==> src/rtl/begu_pkg.sv <==
// ----------------------------------------------------------------------------
// begu_pkg
// shared widths, codes, controller states and command/status bundles
// ----------------------------------------------------------------------------
package begu_pkg;

    localparam int TIME_W    = 40;
    localparam int VAL_W     = 32;
    localparam int ACT_W     = 2;
    localparam int PIDX_W    = 6;
    localparam int CNT_W     = 7;
    localparam int CFG_IDX_W = 1;
    localparam int CFG_W     = 40;

    // multiplier: offset magnitude times height magnitude
    localparam int OFF_W     = TIME_W;
    localparam int HGT_W     = VAL_W + 1;
    localparam int PROD_W    = OFF_W + 1 + HGT_W;
    localparam int QUO_W     = TIME_W + 1;
    localparam int SUM_W     = QUO_W + 2;
    localparam int MUL_STEPS = HGT_W;
    localparam int DIV_STEPS = PROD_W;
    localparam int STEP_CNT_W = 7;

    localparam logic [ACT_W-1:0] ACT_TICK    = 2'd0;
    localparam logic [ACT_W-1:0] ACT_WRITE   = 2'd1;
    localparam logic [ACT_W-1:0] ACT_RESTART = 2'd2;

    localparam logic [CFG_IDX_W-1:0] CFG_TIME_STEP   = 1'd0;
    localparam logic [CFG_IDX_W-1:0] CFG_POINT_COUNT = 1'd1;

    localparam logic [TIME_W-1:0] TIME_STEP_RESET   = 40'd349525;
    localparam logic [CNT_W-1:0]  POINT_COUNT_RESET = 7'd2;

    typedef enum logic [3:0] {
        ST_IDLE,
        ST_PREP,
        ST_MUL,
        ST_DIV,
        ST_SUM,
        ST_UPDATE,
        ST_LD_L,
        ST_LD_R,
        ST_LD_FIN,
        ST_DONE
    } t_state;

    typedef struct packed {
        logic write;
        logic restart;
        logic hold;
        logic prep;
        logic mul_step;
        logic div_step;
        logic sum;
        logic update;
        logic rd_right;
        logic cap_left;
        logic cap_right;
        logic out_load;
    } t_dp_cmd;

    typedef struct packed {
        logic more_spans;
        logic zero_width;
        logic reload;
    } t_dp_status;

endpackage

==> src/rtl/begu_ctrl.sv <==
// ----------------------------------------------------------------------------
// begu_ctrl
// sequencer: input handshake, multiply/divide step counting, span reload
// and the output beat register
// ----------------------------------------------------------------------------
module begu_ctrl (
    input  logic                          i_clk,
    input  logic                          i_rst_n,
    input  logic                          i_in_valid,
    output logic                          o_in_ready,
    input  logic [begu_pkg::ACT_W-1:0]    i_action,
    output logic                          o_out_valid,
    input  logic                          i_out_ready,
    input  begu_pkg::t_dp_status          i_status,
    output begu_pkg::t_dp_cmd             o_cmd
);

    begu_pkg::t_state                   r_state, n_state;
    logic [begu_pkg::STEP_CNT_W-1:0]    r_cnt, n_cnt;
    logic                               r_tick, n_tick;
    logic                               r_out_valid, n_out_valid;

    always_ff @(posedge i_clk) begin
        if (!i_rst_n) begin
            r_state     <= begu_pkg::ST_IDLE;
            r_cnt       <= '0;
            r_tick      <= 1'b0;
            r_out_valid <= 1'b0;
        end else begin
            r_state     <= n_state;
            r_cnt       <= n_cnt;
            r_tick      <= n_tick;
            r_out_valid <= n_out_valid;
        end
    end

    always_comb begin
        n_state     = r_state;
        n_cnt       = r_cnt;
        n_tick      = r_tick;
        n_out_valid = r_out_valid && !i_out_ready;
        o_cmd       = '0;
        unique case (r_state)
            begu_pkg::ST_IDLE: begin
                if (i_in_valid) begin
                    unique case (i_action)
                        begu_pkg::ACT_WRITE: begin
                            o_cmd.write = 1'b1;
                        end
                        begu_pkg::ACT_RESTART: begin
                            o_cmd.restart = 1'b1;
                            n_tick        = 1'b0;
                            n_state       = begu_pkg::ST_LD_L;
                        end
                        begu_pkg::ACT_TICK: begin
                            n_tick = 1'b1;
                            if (!i_status.more_spans) begin
                                o_cmd.hold = 1'b1;
                                n_state    = begu_pkg::ST_DONE;
                            end else begin
                                n_state = begu_pkg::ST_PREP;
                            end
                        end
                        default: ;
                    endcase
                end
            end
            begu_pkg::ST_PREP: begin
                o_cmd.prep = 1'b1;
                n_cnt      = '0;
                n_state    = i_status.zero_width ? begu_pkg::ST_UPDATE : begu_pkg::ST_MUL;
            end
            begu_pkg::ST_MUL: begin
                o_cmd.mul_step = 1'b1;
                if (r_cnt == begu_pkg::STEP_CNT_W'(begu_pkg::MUL_STEPS - 1)) begin
                    n_cnt   = '0;
                    n_state = begu_pkg::ST_DIV;
                end else begin
                    n_cnt = r_cnt + 1'b1;
                end
            end
            begu_pkg::ST_DIV: begin
                o_cmd.div_step = 1'b1;
                if (r_cnt == begu_pkg::STEP_CNT_W'(begu_pkg::DIV_STEPS - 1)) begin
                    n_cnt   = '0;
                    n_state = begu_pkg::ST_SUM;
                end else begin
                    n_cnt = r_cnt + 1'b1;
                end
            end
            begu_pkg::ST_SUM: begin
                o_cmd.sum = 1'b1;
                n_state   = begu_pkg::ST_UPDATE;
            end
            begu_pkg::ST_UPDATE: begin
                o_cmd.update = 1'b1;
                n_state      = i_status.reload ? begu_pkg::ST_LD_L : begu_pkg::ST_DONE;
            end
            begu_pkg::ST_LD_L: begin
                // left entry address goes to the table
                n_state = begu_pkg::ST_LD_R;
            end
            begu_pkg::ST_LD_R: begin
                o_cmd.rd_right = 1'b1;
                o_cmd.cap_left = 1'b1;
                n_state        = begu_pkg::ST_LD_FIN;
            end
            begu_pkg::ST_LD_FIN: begin
                o_cmd.cap_right = 1'b1;
                n_state         = r_tick ? begu_pkg::ST_DONE : begu_pkg::ST_IDLE;
            end
            begu_pkg::ST_DONE: begin
                // wait until the output register is free
                if (!r_out_valid || i_out_ready) begin
                    o_cmd.out_load = 1'b1;
                    n_out_valid    = 1'b1;
                    n_state        = begu_pkg::ST_IDLE;
                end
            end
            default: begin
                n_state = begu_pkg::ST_IDLE;
            end
        endcase
    end

    assign o_in_ready  = (r_state == begu_pkg::ST_IDLE);
    assign o_out_valid = r_out_valid;

endmodule

==> config.mk <==
export PLATFORM = sky130hd
export DESIGN_NAME = begu_ctrl
export DESIGN_NICKNAME = d
export VERILOG_FILES = /design/src/rtl/begu_pkg.sv /design/src/rtl/begu_ctrl.sv
export SDC_FILE = /design/constraint.sdc
export NUM_CORES = 1
export LEC_CHECK = 0
export BUFFER_PORTS_ARGS = -buffer_cell sky130_fd_sc_hd__buf_2
export CAP_MARGIN = 5
export CORE_MARGIN = 2
export CORE_UTILIZATION = 28
export CTS_BUF_LIST = sky130_fd_sc_hd__clkbuf_8
export DETAILED_ROUTE_END_ITERATION = 8
export HOLD_SLACK_MARGIN = 0.06
export PLACE_DENSITY = 0.47
export SLEW_MARGIN = 20
export SYNTH_ARGS = -nofsm -noshare
export SYNTH_HDL_FRONTEND = slang
export SYNTH_SLANG_ARGS = --single-unit
==> constraint.sdc <==
create_clock -name i_clk -period 2.38 [get_ports i_clk]
set_input_delay 0 -clock i_clk [delete_from_list [all_inputs] [get_ports i_clk]]
set_output_delay 0 -clock i_clk [all_outputs]
set_load 0.01 [all_outputs]
==> results of run 1 <==
Yosys cell counts (all sizes together):
| cell | instances | area share, % |
|---|---|---|
| nor3 | 14 | 7.0 |
| dfxtp | 13 | 26 |
| nor2 | 13 | 4.9 |
| inv | 8 | 3.0 |
| a31oi | 7 | 5.9 |
| nand2 | 7 | 2.6 |
| clkbuf | 6 | 2.2 |
| nand3 | 5 | 2.5 |
| a21oi | 4 | 2.0 |
| buf | 4 | 2.5 |
| nand4 | 4 | 2.5 |
| nor4 | 4 | 2.5 |
| o21ai | 4 | 2.0 |
| o31ai | 4 | 3.0 |
| ha | 3 | 3.7 |
| nor2b | 3 | 1.9 |
| a41oi | 2 | 1.7 |
| and3 | 2 | 1.2 |
| nand4b | 2 | 1.7 |
| nor4b | 2 | 3.9 |
| nor4bb | 2 | 2.0 |
| o211ai | 2 | 1.5 |
| o311ai | 2 | 1.7 |
| a211oi | 1 | 1.2 |
| a221oi | 1 | 0.87 |
| a31o | 1 | 0.87 |
| a32o | 1 | 1.0 |
| and2 | 1 | 0.62 |
| nand2b | 1 | 0.62 |
| nor3b | 1 | 1.2 |
| o2111ai | 1 | 0.87 |
| o21bai | 1 | 0.75 |
| o22ai | 1 | 0.62 |
| o32ai | 1 | 0.87 |
| or3 | 1 | 0.62 |
| or3b | 1 | 0.87 |
| or4 | 1 | 1.1 |
per-stage QoR:
step	hold slack, ps	cell area (µm²)	instances
global placement	252	1150	193
detailed placement	258	1150	193
floorplan	37.1	1000	131
CTS	79.8	1200	197
finish	76.4	1200	197
global route	118	1200	197
layer usage:
metal	share of wire, %	up-vias
li1	-	543
met1	50	493
met2	45	25
met3	4.5	2
met4	0.67	0
met5	0	-
power groups by stage:
stage                     Clock, mW  Sequential [mW]  Combinational (mW)
after global routing          0.211            0.352               0.807
after global placement            0            0.343               0.723
after detailed placement          0            0.343               0.722
final                         0.198            0.339               0.723
after floorplan                   0            0.319               0.557
after CTS                     0.203            0.339               0.725
cells by family after synthesis:
family,synth area share [%]
adders and majority gates,3.74
and+or+nand+nor,37.7
DFF,25.9
AOI/OAI and AO/OA,24.9
buffers and inverters,7.72
worst min path at each step:
stage / cells after the start / end / from / slack [ps]
final: 4 / o_out_valid / i_out_ready / 80
after floorplan: 1 / o_cmd[10] / i_action[0] / 40
after detailed placement: 3 / o_cmd[9] / i_status[2] / 260
after global placement: 3 / o_cmd[9] / i_status[2] / 250
after global routing: 4 / o_out_valid / i_out_ready / 120
after CTS: 4 / o_out_valid / i_out_ready / 80
final cells by class:
type	count	area share (%)
Clock buffer	3	3.44
Sequential cell	13	21.7
Timing Repair Buffer	26	11.7
Clock inverter	1	0.313
Tap cell	46	4.80
Inverter	8	2.50
Multi-Input combinational cell	100	55.6
worst max-delay path, stage by stage (launching register included):
cell	delay, ps
dfxtp_1	410
ha_1	180
nand4b_1	120
or4_4	530
a211oi_2	290
nor4b_4	230
sequential cells by signal, summed over array words and instances (netlist names):
| register | flops |
|---|---|
| o_out_valid | 1 |
| r_cnt | 7 |
| r_state | 4 |
| r_tick | 1 |
==> flow_summary.yaml, run 1 <==
routing:
  wl_per_cell_um: 13.6
  ant_nets: 0
  drtPass1Iterations: 4
  vias: 1063
  drc: 0
  drtIter0Drc: 49
  routed_wl_mm: 2.68
  via_per_inst: 5.40
worst_setup_path:
  ff2ff_path_depth: 5
  rr_endpoint: "r_state[2]"
  crit_start: "r_cnt[0]"
  r2r_start: "r_cnt[0]"
  crit_required_ps: 2540
  cp_max_fo: 12
  arrival_ps: 2000
  worstSetupPathType: "flop to flop"
  ff2ff_setup_slack_ps: 530
  cp-start-kind: "flop"
  crit_end: "r_state[2]"
  cp-end-kind: "flop"
grt:
  grt_pass1_wl_mm: 4.47
  grt_pass1_vias: 933
  met2_usage_pct: 21.0
  use_met3_pct: 3.35
  grtUsageTotal_pct: 13.5
  grt-busiest-layer: "met2"
  antenna_found_initial: 0
  met1_usage_pct: 19.3
  grt_overflow: 0
  grt_max_degree: 17
place:
  gp_congestion: 0.748
  port_buffers: 22
  dp_slack_ps: 544
  hpwlAfterDp_mm: 1.95
synth:
  avgSynthCellArea_um2: 7.67
  synth_warnings: 0
  syn-cell-area_um2: 1000
  synth_nets: 143
  synth_seq_area_share_pct: 25.9
  yosysUniqueCellTypes: 41
  syn-instance-count: 131
  ys_ff_latch: 13
timing:
  fin_tns_setup_ps: 0
  slew_headroom_pct: 62.6
  worstMarginPinSlew_ps: 556
  min_period_ps: 1850
  hold_viol: 0
  drv_slew: 0
  setup_viol: 0
  worst_slack_ps: 533
  fmax_ghz: 0.541
  rsz0062_at_grt: "false"
  fin_skew_ps: 5.37
  timing.final.crit_share_pct: 77.6
cells_and_area:
  fill_cells: 373
  drive_above_1_share_pct: 24.5
  layout-area-overhead-vs-synth_pct: 19.4
  final_cell_mix: "buf_2, nor3_1, nor2_1, dfxtp_1, inv_1"
  final_util_pct: 35.4
  multi_input_area_um2: 667
  mostFrequentLayoutCell: "buf_2"
  antenna_cells: 0
  register_area_um2: 260
  nets: 164
power:
  p_switching_mw: 0.585
  p_int_mw: 0.675
  clock_power_share_pct: 15.7
  seq_power_share_pct: 26.9
  power_mw: 1.26
  switching_share_pct: 46.4
  p_per_area_nw_per_um2: 1050
  leakage_nw: 0.462
  pwr-share-comb_pct: 57.4
  peakVddDrop_mv: 0.441
hold_path:
  hold_class: "primary input to flop"
cts:
  cts-root-buf: "clkbuf_8"
  clock_sinks: 13
  cts-buffers-inserted: 3
  cts_htree_levels: 1
  clk_pin_slew_ps: 50
  cts_setup_buffers: 0
  ctsHoldBuffers: 0
  clockBufferDepth: 2
  ctsResizeCount: 0
  cts_tree: "built"
  clock_latency_ps: 240
floorplan:
  core_um2: 3390
  die_y_um: 63.9
  io_pins: 23
  dieArea_um2: 4080
  start_util_pct: 29.6
  rows: 21
  dieWidth_um: 63.9
flow_run:
  drv_cap: 0
status:
  status: "complete, no violations"
Note: power is estimated with default switching activity, not from simulation.
==> run 2, diff against run 1 <==
--- a/config.mk
+++ b/config.mk
@@ -12,7 +12,7 @@
 export CTS_BUF_LIST = sky130_fd_sc_hd__clkbuf_8
 export DETAILED_ROUTE_END_ITERATION = 8
 export HOLD_SLACK_MARGIN = 0.06
-export PLACE_DENSITY = 0.47
+export PLACE_DENSITY = 0.49
 export SLEW_MARGIN = 20
 export SYNTH_ARGS = -nofsm -noshare
 export SYNTH_HDL_FRONTEND = slang
==> constraint.sdc (replaced) <==
create_clock -name i_clk -period 1.6 [get_ports i_clk]
set_input_delay 0 -clock i_clk [delete_from_list [all_inputs] [get_ports i_clk]]
set_output_delay 0 -clock i_clk [all_outputs]
set_load 0.01 [all_outputs]
==> flow_summary.yaml, run 2 (same netlist as run 1, synthesis figures left out) <==
place:
  place_area_um2: 1300
  hpwlAfterDp_mm: 2.33
  gp_congestion: 0.775
  dp_slack_ps: -83.2
  placedCellCount: 211
  port_buffers: 22
worst_setup_path:
  cp-end-kind: "flop"
  cp-start-kind: "flop"
  cp_max_fo: 4
  crit_chain: "inv_2 > ha_4 > nand4b_1 > or4_4 > a211oi_4 > nor4b_4"
  arrival_ps: 1840
  ff2ff_setup_slack_ps: -80
  ff2ff_path_depth: 6
  r2r_start: "r_cnt[1]"
  slowest_delay_ps: 490
  rr_endpoint: "r_state[2]"
  worstSetupPathType: "flop to flop"
  crit_required_ps: 1760
  slowest_stage: "or4_4"
floorplan:
  io_pins: 23
  dieArea_um2: 4080
  rows: 21
  die_y_um: 63.9
  dieWidth_um: 63.9
  start_util_pct: 29.6
  core_um2: 3390
timing:
  fin_skew_ps: 0.866
  fin_tns_setup_ps: -277
  hold_viol: 0
  drv_slew: 0
  hold_ws_ps: 66.6
  worstMarginPinSlew_ps: 453
  setup_viol: 7
  rsz0062_at_grt: "true"
  min_period_ps: 1680
  timing.final.crit_share_pct: 105
  fmax_ghz: 0.596
  slew_headroom_pct: 69.8
  worst_slack_ps: -79.0
cts:
  clockBufferDepth: 2
  cts_tree: "built"
  cts-root-buf: "clkbuf_8"
  clock_latency_ps: 240
  clock_sinks: 13
  ctsHoldBuffers: 0
  clk_pin_slew_ps: 60
  cts_htree_levels: 1
  cts-buffers-inserted: 3
hold_path:
  hold_class: "primary input to flop"
  min_from: "i_out_ready"
  holdPathStages: 4
  holdPathEnd: "o_out_valid"
routing:
  drtIter0Drc: 47
  drc: 0
  ant_nets: 0
  via_per_inst: 5.41
  wl_per_cell_um: 14.3
  vias: 1200
  drtPass1Iterations: 4
  routed_wl_mm: 3.18
power:
  peakVddDrop_mv: 0.990
  leakage_nw: 0.610
  power_mw: 2.38
  p_per_area_nw_per_um2: 1620
grt:
  grtUsageTotal_pct: 16.4
  grt_pass1_vias: 1187
  grt_overflow: 0
  grt_pass1_wl_mm: 5.42
  grt_max_degree: 17
  antenna_found_initial: 0
cells_and_area:
  mostFrequentLayoutCell: "buf_4"
  antenna_cells: 0
  layout.cells.non_filler: 222
  stdcell_area_um2: 1470
  top_register: "r_cnt"
  final_cell_mix: "buf_4, buf_2, nor3_1"
  largest_register_ff_count: 7
  layout-area-overhead-vs-synth_pct: 46.2
  nets: 189
  reg_top3: "r_cnt x7, r_state x4"
  drive_above_1_share_pct: 41.5
  final_util_pct: 43.3
status:
  violations: "setup timing"
  status: "finished with violations"
flow_run:
  drv_cap: 0
[run 2: cell types whose count changed in the layout (fill, tap and decap cells not counted), moves of 2 or more]
cell     before  now
buf_4         4   26
buf_6         0    3
dfxtp_1      13   10
dfxtp_2       0    2
nor4_1        4    2
[run 2: final cells by class]
type | count | area [µm²]
Clock buffer | 3 | 41.3
Fill cell | 358 | 1920
Tap cell | 46 | 57.6
Sequential cell | 13 | 267
Clock inverter | 1 | 3.75
Timing Repair Buffer | 51 | 339
Inverter | 8 | 30.0
Multi-Input combinational cell | 100 | 731
[run 2: layer usage]
layer / global-route usage, % / routed length, µm / vias to the layer above
li1: - / - / 590
met1: 22.5 / 1530 / 572
met2: 25.9 / 1470 / 36
met3: 4.05 / 165 / 2
met4: 3.53 / 13 / 0
met5: 0 / 0 / -
[run 2: repair_timing]
action	4_1_cts	5_1_grt
resized for setup	11	7
pin swaps	4	5
buffers inserted	3	4
hold endpoints to repair	0	0
cloned	0	0
setup endpoints to repair	11	15
[run 2: worst max-delay path: cells and delay by family, from the launching register on]
family | cells | cell delay, ps
compound gates | 1 | 260
fa+ha+maj | 1 | 120
buf+inv | 1 | 70
flops | 1 | 320
simple gates | 3 | 820
[run 2: worst max-delay path by stage]
stage / to / start / slack [ps]
floorplan: r_cnt[3] / r_cnt[1] / 3
global placement: r_state[2] / r_cnt[1] / -10
detailed placement: r_state[2] / r_cnt[1] / -80
CTS: r_state[2] / r_cnt[1] / -60
global route: r_state[2] / r_cnt[1] / -150
finish: r_state[2] / r_cnt[1] / -80
[run 2: power breakdown]
part	leakage (nW)	switching, mW	total [mW]	internal [mW]
Sequential	0.107	0.0845	0.495	0.410
Clock	0.0269	0.128	0.298	0.170
Combinational	0.475	0.823	1.58	0.760
==> run 3, diff against run 2 <==
--- a/config.mk
+++ b/config.mk
@@ -9,7 +9,7 @@
 export CAP_MARGIN = 5
 export CORE_MARGIN = 2
 export CORE_UTILIZATION = 28
-export CTS_BUF_LIST = sky130_fd_sc_hd__clkbuf_8
+export CTS_BUF_LIST = sky130_fd_sc_hd__clkbuf_2 sky130_fd_sc_hd__clkbuf_4 sky130_fd_sc_hd__clkbuf_8
 export DETAILED_ROUTE_END_ITERATION = 8
 export HOLD_SLACK_MARGIN = 0.06
 export PLACE_DENSITY = 0.49
==> flow_summary.yaml, run 3 (same netlist as run 1, synthesis figures left out) <==
worst_setup_path:
  r2r_start: "r_cnt[1]"
  arrival_ps: 1890
  cp-end-kind: "flop"
  slowest_delay_ps: 490
  cp_max_fo: 4
  crit_family: "simple AND/OR/NAND/NOR gates"
  cp.depth: 6
  crit_start: "r_cnt[1]"
  critical_path_buf_inv_count: 1
  crit_end: "r_state[2]"
  crit_chain: "inv_2 > ha_4 > nand4b_1 > or4_4 > a211oi_4 > nor4b_4"
  worstSetupPathType: "flop to flop"
  crit_required_ps: 1810
  ff2ff_setup_slack_ps: -80
  rr_endpoint: "r_state[2]"
  ff2ff_path_depth: 6
  slowest_stage: "or4_4"
  cp-start-kind: "flop"
cells_and_area:
  nets: 188
  final_cell_mix: "buf_4, buf_2, nor2_1, nor3_1, dfxtp_1"
  layout.cells.non_filler: 221
  mostFrequentLayoutCell: "buf_4"
  final_util_pct: 43.6
  top_register: "r_cnt"
  drive_above_1_share_pct: 44.6
  reg_top3: "r_cnt x7, r_state x4"
  stdcell_area_um2: 1480
  largest_register_ff_count: 7
  layout-area-overhead-vs-synth_pct: 46.9
  antenna_cells: 0
routing:
  drtIter0Drc: 37
  ant_nets: 0
  wl_per_cell_um: 14.4
  drc: 0
  routed_wl_mm: 3.19
  vias: 1181
  drtPass1Iterations: 8
  via_per_inst: 5.34
power:
  p_per_area_nw_per_um2: 1520
  peakVddDrop_mv: 0.699
  power_mw: 2.25
  leakage_nw: 0.598
cts:
  cts-buffers-inserted: 3
  clk_pin_slew_ps: 90
  clock_sinks: 13
  cts_tree: "built"
  clockBufferDepth: 2
  cts_htree_levels: 1
  cts-root-buf: "clkbuf_4"
  clock_latency_ps: 280
timing:
  worst_slack_ps: -84.3
  slew_headroom_pct: 69.7
  rsz0062_at_grt: "true"
  min_period_ps: 1680
  hold_viol: 0
  setup_viol: 6
  fmax_ghz: 0.594
  worstMarginPinSlew_ps: 454
  fin_skew_ps: 1.46
  fin_tns_setup_ps: -269
  timing.final.crit_share_pct: 105
  drv_slew: 0
floorplan:
  rows: 21
  dieWidth_um: 63.9
  die_y_um: 63.9
  start_util_pct: 29.6
  io_pins: 23
  core_um2: 3390
  dieArea_um2: 4080
place:
  port_buffers: 22
  gp_congestion: 0.775
  hpwlAfterDp_mm: 2.33
  place_area_um2: 1300
  placedCellCount: 211
status:
  violations: "setup timing"
  status: "finished with violations"
grt:
  grtUsageTotal_pct: 16.2
  grt_pass1_wl_mm: 5.38
  grt_pass1_vias: 1169
  grt_max_degree: 17
  grt_overflow: 0
  antenna_found_initial: 0
hold_path:
  hold_class: "primary input to flop"
flow_run:
  drv_cap: 0
==> run 3: layer usage <==
| metal | vias up | GRT usage (%) | routed length [µm] |
|---|---|---|---|
| met2 | 35 | 25.4 | 1500 |
| met5 | - | 0 | 0 |
| met3 | 2 | 4.05 | 166 |
| met4 | 0 | 3.53 | 18 |
| met1 | 558 | 22.2 | 1500 |
| li1 | 586 | - | - |
==> run 3: how the worst min path moves through the flow <==
stage / startpoint / endpoint / slack [ps] / cells past startpoint
2_1_floorplan: i_action[0] / o_cmd[10] / 40 / 1
3_3_place_gp: i_status[2] / o_cmd[9] / 260 / 3
3_5_place_dp: i_status[2] / o_cmd[9] / 260 / 3
4_1_cts: i_action[0] / r_tick / 110 / 3
5_1_grt: i_rst_n / r_cnt[5] / 150 / 3
6_report: i_action[0] / r_tick / 120 / 3
==> run 3: final cells by class <==
class | count | area (µm²)
clock buffers | 4 | 30.0
fillers | 358 | 1910
inverters | 8 | 30.0
multi-input cells | 100 | 756
flip-flops and latches | 13 | 267
well taps | 46 | 57.6
repair buffers | 50 | 337
==> run 3: worst min-delay path, stage by stage <==
cell and delay (ps):
buf_2 150, nor3b_2 70, nor3_1 140
==> run 3: report_power, final <==
part	leakage [nW]	switching [mW]	internal [mW]
clock network	0.0184	0.121	0.114
logic	0.472	0.813	0.702
registers	0.107	0.0888	0.410
total	0.598	1.02	1.23
==> run 3: stage by stage <==
step,setup WS [ps],hold WS (ps)
after CTS,-63.0,106
after floorplan,2.78,37.1
final,-84.3,116
after global routing,-160,147
after detailed placement,-83.2,260
after global placement,-11.0,255
==> run 3: what timing repair did <==
action                                  in CTS  in global routing
buffers inserted                             1                  3
resized for setup                            8                 16
pin swaps                                    1                  5
endpoints found under the hold margin        2                  0
endpoints found under the setup margin      13                 17
hold buffers                                 2                  0
